`src/rtl/core/assert_macros.svh`:
```
// Assertion macros for the deque RTL.
`ifndef ASSERT_MACROS_SVH
`define ASSERT_MACROS_SVH

// Property that must hold on every clock edge out of reset.
`define ASSERT_ALWAYS(label, clk, rst_n, prop) \
	label: assert property (@(posedge clk) disable iff (!rst_n) (prop)) \
	else $error("assertion failed");

// Same-cycle implication.
`define ASSERT_IMPL(label, clk, rst_n, ante, cons) \
	label: assert property (@(posedge clk) disable iff (!rst_n) (ante) |-> (cons)) \
	else $error("assertion failed");

// Next-cycle implication.
`define ASSERT_NEXT(label, clk, rst_n, ante, cons) \
	label: assert property (@(posedge clk) disable iff (!rst_n) (ante) |=> (cons)) \
	else $error("assertion failed");

`endif

```
`src/rtl/core/deq_pkg.sv`:
```
// Shared types and constants of the double-ended queue.
`default_nettype none

package deq_pkg;

	// Default configuration and fixed port widths
	localparam int DEPTH_DEF      = 16;
	localparam int DATA_WIDTH_DEF = 32;
	localparam int VALUE_W        = 32;
	localparam int REQ_W          = 3;
	localparam int STATUS_W       = 2;
	localparam int COUNT_W        = 5;

	// Request codes carried by req_type
	typedef enum logic [REQ_W-1:0] {
		REQ_PUSH_HEAD = 3'd0,
		REQ_PUSH_TAIL = 3'd1,
		REQ_POP_HEAD  = 3'd2,
		REQ_POP_TAIL  = 3'd3,
		REQ_PEEK_HEAD = 3'd4,
		REQ_PEEK_TAIL = 3'd5
	} req_t;

	// Result status codes
	typedef enum logic [STATUS_W-1:0] {
		ST_OK    = 2'd0,
		ST_EMPTY = 2'd1,
		ST_FULL  = 2'd2
	} status_t;

	// Datapath operations issued by the controller
	typedef enum logic [2:0] {
		OP_NOP        = 3'd0,
		OP_PUSH_FIRST = 3'd1,
		OP_PUSH_HEAD  = 3'd2,
		OP_PUSH_TAIL  = 3'd3,
		OP_POP_HEAD   = 3'd4,
		OP_POP_TAIL   = 3'd5,
		OP_PEEK_HEAD  = 3'd6,
		OP_PEEK_TAIL  = 3'd7
	} op_t;

	// Controller to datapath commands
	typedef struct packed {
		logic    cap;
		op_t     op;
		logic    load;
		status_t code;
		logic    use_value;
	} cmd_t;

	// Datapath to controller status
	typedef struct packed {
		logic empty;
		logic full;
	} stat_t;

endpackage

`default_nettype wire

```
`src/rtl/core/deq_ctrl.sv`:
```
// Request sequencer of the double-ended queue.
`default_nettype none

module deq_ctrl (
	input  wire logic                       clk,
	input  wire logic                       arst_n,
	input  wire logic                       in_valid,
	output logic                            in_stall,
	input  wire logic [deq_pkg::REQ_W-1:0]  req_type,
	output logic                            out_valid,
	input  wire logic                       out_stall,
	input  wire deq_pkg::stat_t             stat,
	output deq_pkg::cmd_t                   cmd
);

	typedef enum logic [1:0] {
		S_IDLE,
		S_EXEC,
		S_LOAD
	} state_t;

	state_t            state_q;
	deq_pkg::req_t     req_q;
	deq_pkg::status_t  code_q;
	logic              use_q;
	logic              out_valid_q;

	deq_pkg::op_t      op_d;
	deq_pkg::status_t  code_d;
	logic              use_d;
	logic              slot_free;

	// Decode the held request against the current fill state
	always_comb begin
		op_d   = deq_pkg::OP_NOP;
		code_d = deq_pkg::ST_OK;
		use_d  = 1'b0;
		case (req_q)
			deq_pkg::REQ_PUSH_HEAD: begin
				if (stat.full)
					code_d = deq_pkg::ST_FULL;
				else if (stat.empty)
					op_d = deq_pkg::OP_PUSH_FIRST;
				else
					op_d = deq_pkg::OP_PUSH_HEAD;
			end
			deq_pkg::REQ_PUSH_TAIL: begin
				if (stat.full)
					code_d = deq_pkg::ST_FULL;
				else if (stat.empty)
					op_d = deq_pkg::OP_PUSH_FIRST;
				else
					op_d = deq_pkg::OP_PUSH_TAIL;
			end
			deq_pkg::REQ_POP_HEAD: begin
				if (stat.empty) begin
					code_d = deq_pkg::ST_EMPTY;
				end else begin
					op_d  = deq_pkg::OP_POP_HEAD;
					use_d = 1'b1;
				end
			end
			deq_pkg::REQ_POP_TAIL: begin
				if (stat.empty) begin
					code_d = deq_pkg::ST_EMPTY;
				end else begin
					op_d  = deq_pkg::OP_POP_TAIL;
					use_d = 1'b1;
				end
			end
			deq_pkg::REQ_PEEK_HEAD: begin
				if (stat.empty) begin
					code_d = deq_pkg::ST_EMPTY;
				end else begin
					op_d  = deq_pkg::OP_PEEK_HEAD;
					use_d = 1'b1;
				end
			end
			deq_pkg::REQ_PEEK_TAIL: begin
				if (stat.empty) begin
					code_d = deq_pkg::ST_EMPTY;
				end else begin
					op_d  = deq_pkg::OP_PEEK_TAIL;
					use_d = 1'b1;
				end
			end
			default: begin
				// unknown codes are ignored and report ok
			end
		endcase
	end

	// Output register can take a new item when empty or being drained
	assign slot_free = !out_valid_q || !out_stall;

	// Commands to the datapath
	always_comb begin
		cmd.cap       = (state_q == S_IDLE) && in_valid;
		cmd.op        = (state_q == S_EXEC) ? op_d : deq_pkg::OP_NOP;
		cmd.load      = (state_q == S_LOAD) && slot_free;
		cmd.code      = code_q;
		cmd.use_value = use_q;
	end

	assign in_stall  = (state_q != S_IDLE);
	assign out_valid = out_valid_q;

	// State and registered outputs
	always_ff @(posedge clk or negedge arst_n) begin
		if (!arst_n) begin
			state_q     <= S_IDLE;
			req_q       <= deq_pkg::REQ_PUSH_HEAD;
			code_q      <= deq_pkg::ST_OK;
			use_q       <= 1'b0;
			out_valid_q <= 1'b0;
		end else begin
			// result valid: set on load, cleared once the item is taken
			if (state_q == S_LOAD && slot_free)
				out_valid_q <= 1'b1;
			else if (!out_stall)
				out_valid_q <= 1'b0;
			case (state_q)
				S_IDLE: begin
					if (in_valid) begin
						req_q   <= deq_pkg::req_t'(req_type);
						state_q <= S_EXEC;
					end
				end
				S_EXEC: begin
					code_q  <= code_d;
					use_q   <= use_d;
					state_q <= S_LOAD;
				end
				S_LOAD: begin
					if (slot_free)
						state_q <= S_IDLE;
				end
				default: begin
					state_q <= S_IDLE;
				end
			endcase
		end
	end

endmodule

`default_nettype wire

```
`src/rtl/core/deq_datapath.sv`:
```
// Ring store, end pointers, fill count and result register of the deque.
`default_nettype none
`include "assert_macros.svh"

module deq_datapath #(
	parameter int DEPTH      = deq_pkg::DEPTH_DEF,
	parameter int DATA_WIDTH = deq_pkg::DATA_WIDTH_DEF
) (
	input  wire logic                          clk,
	input  wire logic                          arst_n,
	input  wire logic [deq_pkg::VALUE_W-1:0]   item_value,
	input  wire deq_pkg::cmd_t                 cmd,
	output deq_pkg::stat_t                     stat,
	output logic [deq_pkg::VALUE_W-1:0]        out_value,
	output logic [deq_pkg::STATUS_W-1:0]       status,
	output logic [deq_pkg::COUNT_W-1:0]        count
);

	localparam int AW = $clog2(DEPTH);
	localparam int CW = $clog2(DEPTH + 1);

	logic [DATA_WIDTH-1:0]          mem_q [DEPTH];
	logic [DATA_WIDTH-1:0]          word_q;
	logic [DATA_WIDTH-1:0]          rdata_q;
	logic [AW-1:0]                  head_q;
	logic [AW-1:0]                  tail_q;
	logic [CW-1:0]                  occ_q;
	logic [deq_pkg::VALUE_W-1:0]    out_value_q;
	logic [deq_pkg::STATUS_W-1:0]   status_q;
	logic [deq_pkg::COUNT_W-1:0]    count_q;

	logic [AW-1:0]                  head_up;
	logic [AW-1:0]                  head_dn;
	logic [AW-1:0]                  tail_up;
	logic [AW-1:0]                  tail_dn;
	logic                           wr_en;
	logic [AW-1:0]                  wr_addr;
	logic                           rd_en;
	logic [AW-1:0]                  rd_addr;
	logic                           last;
	logic                           pop_last;

	// Ring neighbors of both pointers
	assign head_up = (head_q == AW'(DEPTH - 1)) ? '0 : head_q + AW'(1);
	assign head_dn = (head_q == '0) ? AW'(DEPTH - 1) : head_q - AW'(1);
	assign tail_up = (tail_q == AW'(DEPTH - 1)) ? '0 : tail_q + AW'(1);
	assign tail_dn = (tail_q == '0) ? AW'(DEPTH - 1) : tail_q - AW'(1);

	assign last       = (occ_q == CW'(1));
	assign stat.empty = (occ_q == '0);
	assign stat.full  = (occ_q == CW'(DEPTH));
	assign pop_last   = (cmd.op == deq_pkg::OP_POP_HEAD || cmd.op == deq_pkg::OP_POP_TAIL)
		&& last;

	// Store port selection
	always_comb begin
		wr_en   = 1'b0;
		wr_addr = head_q;
		rd_en   = 1'b0;
		rd_addr = head_q;
		case (cmd.op)
			deq_pkg::OP_PUSH_FIRST: begin
				wr_en = 1'b1;
			end
			deq_pkg::OP_PUSH_HEAD: begin
				wr_en   = 1'b1;
				wr_addr = head_up;
			end
			deq_pkg::OP_PUSH_TAIL: begin
				wr_en   = 1'b1;
				wr_addr = tail_dn;
			end
			deq_pkg::OP_POP_HEAD, deq_pkg::OP_PEEK_HEAD: begin
				rd_en = 1'b1;
			end
			deq_pkg::OP_POP_TAIL, deq_pkg::OP_PEEK_TAIL: begin
				rd_en   = 1'b1;
				rd_addr = tail_q;
			end
			default: begin
			end
		endcase
	end

	// Ring store with registered read
	always_ff @(posedge clk) begin
		if (wr_en)
			mem_q[wr_addr] <= word_q;
		if (rd_en)
			rdata_q <= mem_q[rd_addr];
	end

	// Captured push word
	always_ff @(posedge clk) begin
		if (cmd.cap)
			word_q <= DATA_WIDTH'(item_value);
	end

	// End pointers and fill count
	always_ff @(posedge clk or negedge arst_n) begin
		if (!arst_n) begin
			head_q <= '0;
			tail_q <= '0;
			occ_q  <= '0;
		end else begin
			case (cmd.op)
				deq_pkg::OP_PUSH_FIRST: begin
					tail_q <= head_q;
					occ_q  <= CW'(1);
				end
				deq_pkg::OP_PUSH_HEAD: begin
					head_q <= head_up;
					occ_q  <= occ_q + CW'(1);
				end
				deq_pkg::OP_PUSH_TAIL: begin
					tail_q <= tail_dn;
					occ_q  <= occ_q + CW'(1);
				end
				deq_pkg::OP_POP_HEAD: begin
					// popping the last word parks both pointers on its slot
					if (last)
						tail_q <= head_q;
					else
						head_q <= head_dn;
					occ_q <= occ_q - CW'(1);
				end
				deq_pkg::OP_POP_TAIL: begin
					if (last)
						head_q <= tail_q;
					else
						tail_q <= tail_up;
					occ_q <= occ_q - CW'(1);
				end
				default: begin
				end
			endcase
		end
	end

	// Result register
	always_ff @(posedge clk) begin
		if (cmd.load) begin
			out_value_q <= cmd.use_value ? deq_pkg::VALUE_W'(rdata_q) : '0;
			status_q    <= cmd.code;
			count_q     <= deq_pkg::COUNT_W'(occ_q);
		end
	end

	assign out_value = out_value_q;
	assign status    = status_q;
	assign count     = count_q;

	`ASSERT_ALWAYS(a_occ_bound, clk, arst_n, occ_q <= CW'(DEPTH))
	`ASSERT_IMPL(a_no_write_full, clk, arst_n, wr_en, !stat.full)
	`ASSERT_IMPL(a_no_read_empty, clk, arst_n, rd_en, !stat.empty)
	`ASSERT_NEXT(a_last_pop_parks, clk, arst_n, pop_last, head_q == tail_q && stat.empty)

endmodule

`default_nettype wire

```
`src/rtl/core/double_ended_queue_unit.sv`:
```
// Top level of the double-ended queue: controller plus ring-store datapath.
// Each request passes the accept, execute and load steps of the controller around
// the registered read port of the ring store; load waits while out_stall holds the
// old result. A new item is accepted only once the result of the last is loaded.
// Reset: pointers, fill count and handshake state clear at once; the ring store
// is not cleared, and no clearing pass runs, so items are taken right after reset.
`default_nettype none

module double_ended_queue_unit #(
	parameter int DEPTH      = deq_pkg::DEPTH_DEF,
	parameter int DATA_WIDTH = deq_pkg::DATA_WIDTH_DEF
) (
	input  wire logic                          clk,
	input  wire logic                          arst_n,
	input  wire logic                          in_valid,
	output logic                               in_stall,
	input  wire logic [deq_pkg::REQ_W-1:0]     req_type,
	input  wire logic [deq_pkg::VALUE_W-1:0]   item_value,
	output logic                               out_valid,
	input  wire logic                          out_stall,
	output logic [deq_pkg::VALUE_W-1:0]        out_value,
	output logic [deq_pkg::STATUS_W-1:0]       status,
	output logic [deq_pkg::COUNT_W-1:0]        count
);

	deq_pkg::cmd_t  cmd;
	deq_pkg::stat_t stat;

	// Request sequencer
	deq_ctrl u_ctrl (
		.clk       (clk),
		.arst_n    (arst_n),
		.in_valid  (in_valid),
		.in_stall  (in_stall),
		.req_type  (req_type),
		.out_valid (out_valid),
		.out_stall (out_stall),
		.stat      (stat),
		.cmd       (cmd)
	);

	// Store, pointers and result register
	deq_datapath #(
		.DEPTH      (DEPTH),
		.DATA_WIDTH (DATA_WIDTH)
	) u_datapath (
		.clk        (clk),
		.arst_n     (arst_n),
		.item_value (item_value),
		.cmd        (cmd),
		.stat       (stat),
		.out_value  (out_value),
		.status     (status),
		.count      (count)
	);

endmodule

`default_nettype wire
```
`config.mk`:
```
export PLATFORM = sky130hd
export DESIGN_NAME = double_ended_queue_unit
export DESIGN_NICKNAME = d
export VERILOG_FILES = /design/src/rtl/core/deq_pkg.sv /design/src/rtl/core/deq_ctrl.sv /design/src/rtl/core/deq_datapath.sv /design/src/rtl/core/double_ended_queue_unit.sv
export VERILOG_INCLUDE_DIRS = /design/src /design/src/rtl/core
export SDC_FILE = /design/constraint.sdc
export NUM_CORES = 1
export LEC_CHECK = 0
export ABC_AREA = 1
export BUFFER_PORTS_ARGS = -buffer_cell sky130_fd_sc_hd__buf_2
export CAP_MARGIN = 20
export CORE_ASPECT_RATIO = 0.75
export CORE_MARGIN = 2
export CORE_UTILIZATION = 50
export DETAILED_ROUTE_END_ITERATION = 8
export PLACE_DENSITY = 0.69
export SLEW_MARGIN = 20
export SYNTH_ARGS = -nofsm -noshare
export SYNTH_HDL_FRONTEND = slang
export SYNTH_SLANG_ARGS = --single-unit
```
`constraint.sdc`:
```
create_clock -name clk -period 8.17 [get_ports clk]
set_input_delay 1.634 -clock clk [delete_from_list [all_inputs] [get_ports clk]]
set_output_delay 1.634 -clock clk [all_outputs]
set_load 0.01 [all_outputs]
```
==> out/summary.json <==
{
  "floorplan": {
    "ioPinCount": 80,
    "die_h_um": 207,
    "rows": 74,
    "initial_utilization_pct": 50.5,
    "die_area_mm2": 0.0568,
    "core_mm2": 0.0543,
    "die_w_um": 275
  },
  "finish": {
    "n_antenna_cell": 0,
    "layout_common_cells": "615 x edfxtp_1, 539 x nand3_1, 482 x nand2_1, 479 x inv_1, 96 x nand3b_1",
    "multi_input_area_mm2": 0.00620,
    "layout_commonest_cell": "edfxtp_1",
    "fill_cells": 4347,
    "drive_above_1_share_pct": 9.28,
    "seq_area_mm2": 0.0190,
    "layout.nets": 2583,
    "layout-area-overhead-vs-synth_pct": 11.5
  },
  "setup_path": {
    "critical_path.cell_chain": "inv_1, ha_1, nand3_4, nand3_4, inv_2, buf_4, nand3_4, inv_2, nand2_1, o21ai_4, buf_4, clkinv_2, buf_4, nand3_1, nand3_1, nand2_1",
    "timing.reg2reg.worst_path_depth": 16,
    "worst-endpoint-required_ps": 8650,
    "crit-reg2reg-capture": "u_datapath.rdata_q[15]$_DFFE_PP_",
    "cp-end-kind": "flop",
    "crit_path_largest_cell_delay_ps": 770,
    "critPathMaxFanout": 65,
    "cp_data_arrival_time_ps": 5430,
    "timing.reg2reg.setup_slack_ps": 3230,
    "worstSetupStartpointType": "flop",
    "startpoint": "u_datapath.occ_q[0]$_DFFE_PN0P_",
    "cpMaxStageDelayCell": "clkinv_2",
    "timing.critical_path.to": "u_datapath.rdata_q[15]$_DFFE_PP_",
    "worst-setup-path-type": "reg2reg",
    "timing.rr.start": "u_datapath.occ_q[0]$_DFFE_PN0P_"
  },
  "placement": {
    "sum_of_net_half_perimeters_after_detailed_placement_mm": 38.1,
    "gp_routability_congestion": 0.880,
    "place_worst_setup_slack_ps": 3330,
    "port-buffer-count": 79
  },
  "power": {
    "total_power_mw": 9.82,
    "power_per_cell_area_mw_per_mm2": 321,
    "leakagePower_nw": 12.7,
    "vdd.ir_drop.worst_mv": 0.444
  },
  "timing": {
    "timing.setup.tns_ps": 0,
    "setup_slack_ps": 3230,
    "final.setup_skew_ps": 16.8,
    "setup_violations": 0,
    "timing.final.max_slew_violations": 0,
    "min_period_over_period_pct": 60.5,
    "unrepaired_setup_endpoints_after_global_routing": "no",
    "final-hold-violation-count": 0,
    "timing.slew.headroom_pct": 25.2,
    "worst_slew_pin_slew_ps": 1120,
    "post-route-min-period_ps": 4940,
    "timing.fmax_mhz": 202
  },
  "logic_synthesis": {
    "netlist_instances": 2481,
    "syn_avg_cell_area_um2": 11.1,
    "synthDistinctLibCells": 34,
    "synthesis.nets": 2531,
    "synthesis.area_mm2": 0.0275,
    "seq_area_frac_synth_pct": 69.2,
    "postSynthRegisterBits": 637,
    "synth_warn": 0
  },
  "detailed_routing": {
    "antenna_violating_nets_post_route": 0,
    "vias": 18128,
    "drt_first_iter_violations": 2413,
    "routed_via_density": 5.50,
    "detail_route.first_pass.iterations": 5,
    "routed_wire_length_per_instance_um": 20.7,
    "detail_route.drc_violations": 0,
    "wl_mm": 68.3
  },
  "clock_tree": {
    "clock_tree.htree_level_count": 2,
    "cts.sinks": 637,
    "clk-insertion-delay-late_ps": 620,
    "post_cts_resize_count": 0,
    "cts_made_buffers": 60,
    "clock_tree.buffer_depth": 3,
    "clkSlewWorstSetupHoldPaths_ps": 60,
    "ctsRootBufferMaster": "clkbuf_16",
    "post-cts-setup-buffer-count": 0,
    "cts_hold_repair.buffers": 0,
    "cts_tree": "yes"
  },
  "run": {
    "max_cap_viols": 0
  },
  "grt": {
    "gr_overflow_total": 0,
    "number_of_global_route_vias_before_repair": 17308,
    "pin_count_of_the_biggest_net_entering_global_routing": 106,
    "grt_antenna_before_repair": 4,
    "grt_pass1_wl_mm": 105,
    "grtUsageTotal_pct": 24.4
  },
  "outcome": {
    "outcome": "finished, final reports clean"
  },
  "worst_hold_path": {
    "min-delay-path-class": "reg2reg"
  }
}
[cells by family after synthesis]
family | Yosys count | synth area share [%]
XOR/XNOR | 8 | 0.255
flip-flops | 637 | 69.2
AND/OR/NAND/NOR | 1170 | 20.2
buffers and inverters | 614 | 8.95
AO/OA/AOI/OAI | 41 | 0.879
adder cells (fa/ha/maj) | 11 | 0.501
[critical path, delay by kind of cell (launching register included)]
family / cells / cell delay, ps
buffers and inverters: 7 / 2980
adder cells (fa/ha/maj): 1 / 270
flip-flops: 1 / 470
AND/OR/NAND/NOR: 7 / 970
AO/OA/AOI/OAI: 1 / 80
[stage by stage]
stage               utilization, %  instances  instance area, um^2  hold WS (ps)
CTS                           56.3       3297                30600           456
floorplan                        -       2481                27500           420
global placement              52.6       3187                28600           444
global route                  56.3       3297                30600           470
detailed placement            52.9       3193                28700           441
finish                        56.3       3297                30600           450
[layout make-up]
class	count	share of cell area, %
Sequential cell	637	62.1
Multi-Input combinational cell	1230	20.3
Inverter	487	5.97
Clock buffer	75	5.16
Tap cell	722	2.95
Timing Repair Buffer	117	2.59
Clock inverter	29	0.952
[per-layer routing]
metal	GRT usage, %	vias to the layer above	share of wire (%)
met2	37.0	952	44
met5	0	-	0
met1	36.9	8712	44
met4	6.70	0	2.1
li1	-	8358	-
met3	3.67	106	10
[how the worst min path moves through the flow]
stage                                          startpoint                              to  cells after the start
after floorplan           u_datapath.occ_q[2]$_DFFE_PN0P_   u_datapath.count[2]$_DFFE_PP_                      0
after global placement       u_ctrl.code_q[1]$_DFFE_PN0N_  u_datapath.status[1]$_DFFE_PP_                      0
after detailed placement     u_ctrl.code_q[0]$_DFFE_PN0N_  u_datapath.status[0]$_DFFE_PP_                      0
after CTS                    u_ctrl.code_q[0]$_DFFE_PN0N_  u_datapath.status[0]$_DFFE_PP_                      0
after global routing         u_ctrl.code_q[0]$_DFFE_PN0N_  u_datapath.status[0]$_DFFE_PP_                      0
final                        u_ctrl.code_q[0]$_DFFE_PN0N_  u_datapath.status[0]$_DFFE_PP_                      0
[registers in the layout, indices dropped and copies added, names as in the netlist]
name                  flops
u_datapath.out_value     32
u_datapath.head_q         4
u_datapath.mem_q        512
u_datapath.status         2
u_datapath.rdata_q       32
u_datapath.word_q        32
u_ctrl.out_valid          1
u_ctrl.req_q              3
u_ctrl.use_q              1
u_datapath.occ_q          5
u_ctrl.state_q            2
u_ctrl.code_q             2
u_datapath.tail_q         4
u_datapath.count          5
[report_power, final]
| part | total, mW | switching [mW] | leakage (nW) | internal, mW |
|---|---|---|---|---|
| clock | 2.73 | 1.18 | 0.916 | 1.54 |
| combinational | 2.86 | 2.05 | 5.89 | 0.808 |
| sequential | 4.23 | 0.226 | 5.85 | 4.01 |
[cells in the mapped netlist]
library cell | instances | area, um^2
edfxtp_1 | 615 | 18500
nand3_1 | 539 | 2700
nand2_1 | 482 | 1810
inv_1 | 480 | 1800
nand3b_1 | 96 | 721
buf_2 | 65 | 325
clkbuf_1 | 43 | 161
nor2_1 | 28 | 105
dfrtp_1 | 22 | 551
o21ai_0 | 19 | 95.1
buf_4 | 13 | 97.6
ha_1 | 11 | 138
nor3_1 | 9 | 45.0
inv_2 | 7 | 26.3
xor2_1 | 6 | 52.6
a21oi_1 | 5 | 25.0
o21ai_1 | 5 | 25.0
o221ai_1 | 5 | 43.8
o211ai_1 | 4 | 30.0
buf_6 | 3 | 33.8
nand2_2 | 3 | 18.8
nand2_4 | 3 | 33.8
nand3_4 | 3 | 52.6
buf_1 | 2 | 7.51
nor2_4 | 2 | 22.5
or2_2 | 2 | 12.5
xnor2_1 | 2 | 17.5
a31oi_1 | 1 | 6.26
clkbuf_2 | 1 | 5.00
nand4_1 | 1 | 6.26
nand4_2 | 1 | 12.5
nor2_2 | 1 | 6.26
o311ai_0 | 1 | 8.76
o31ai_1 | 1 | 7.51
(Power assumes the default switching activity.)
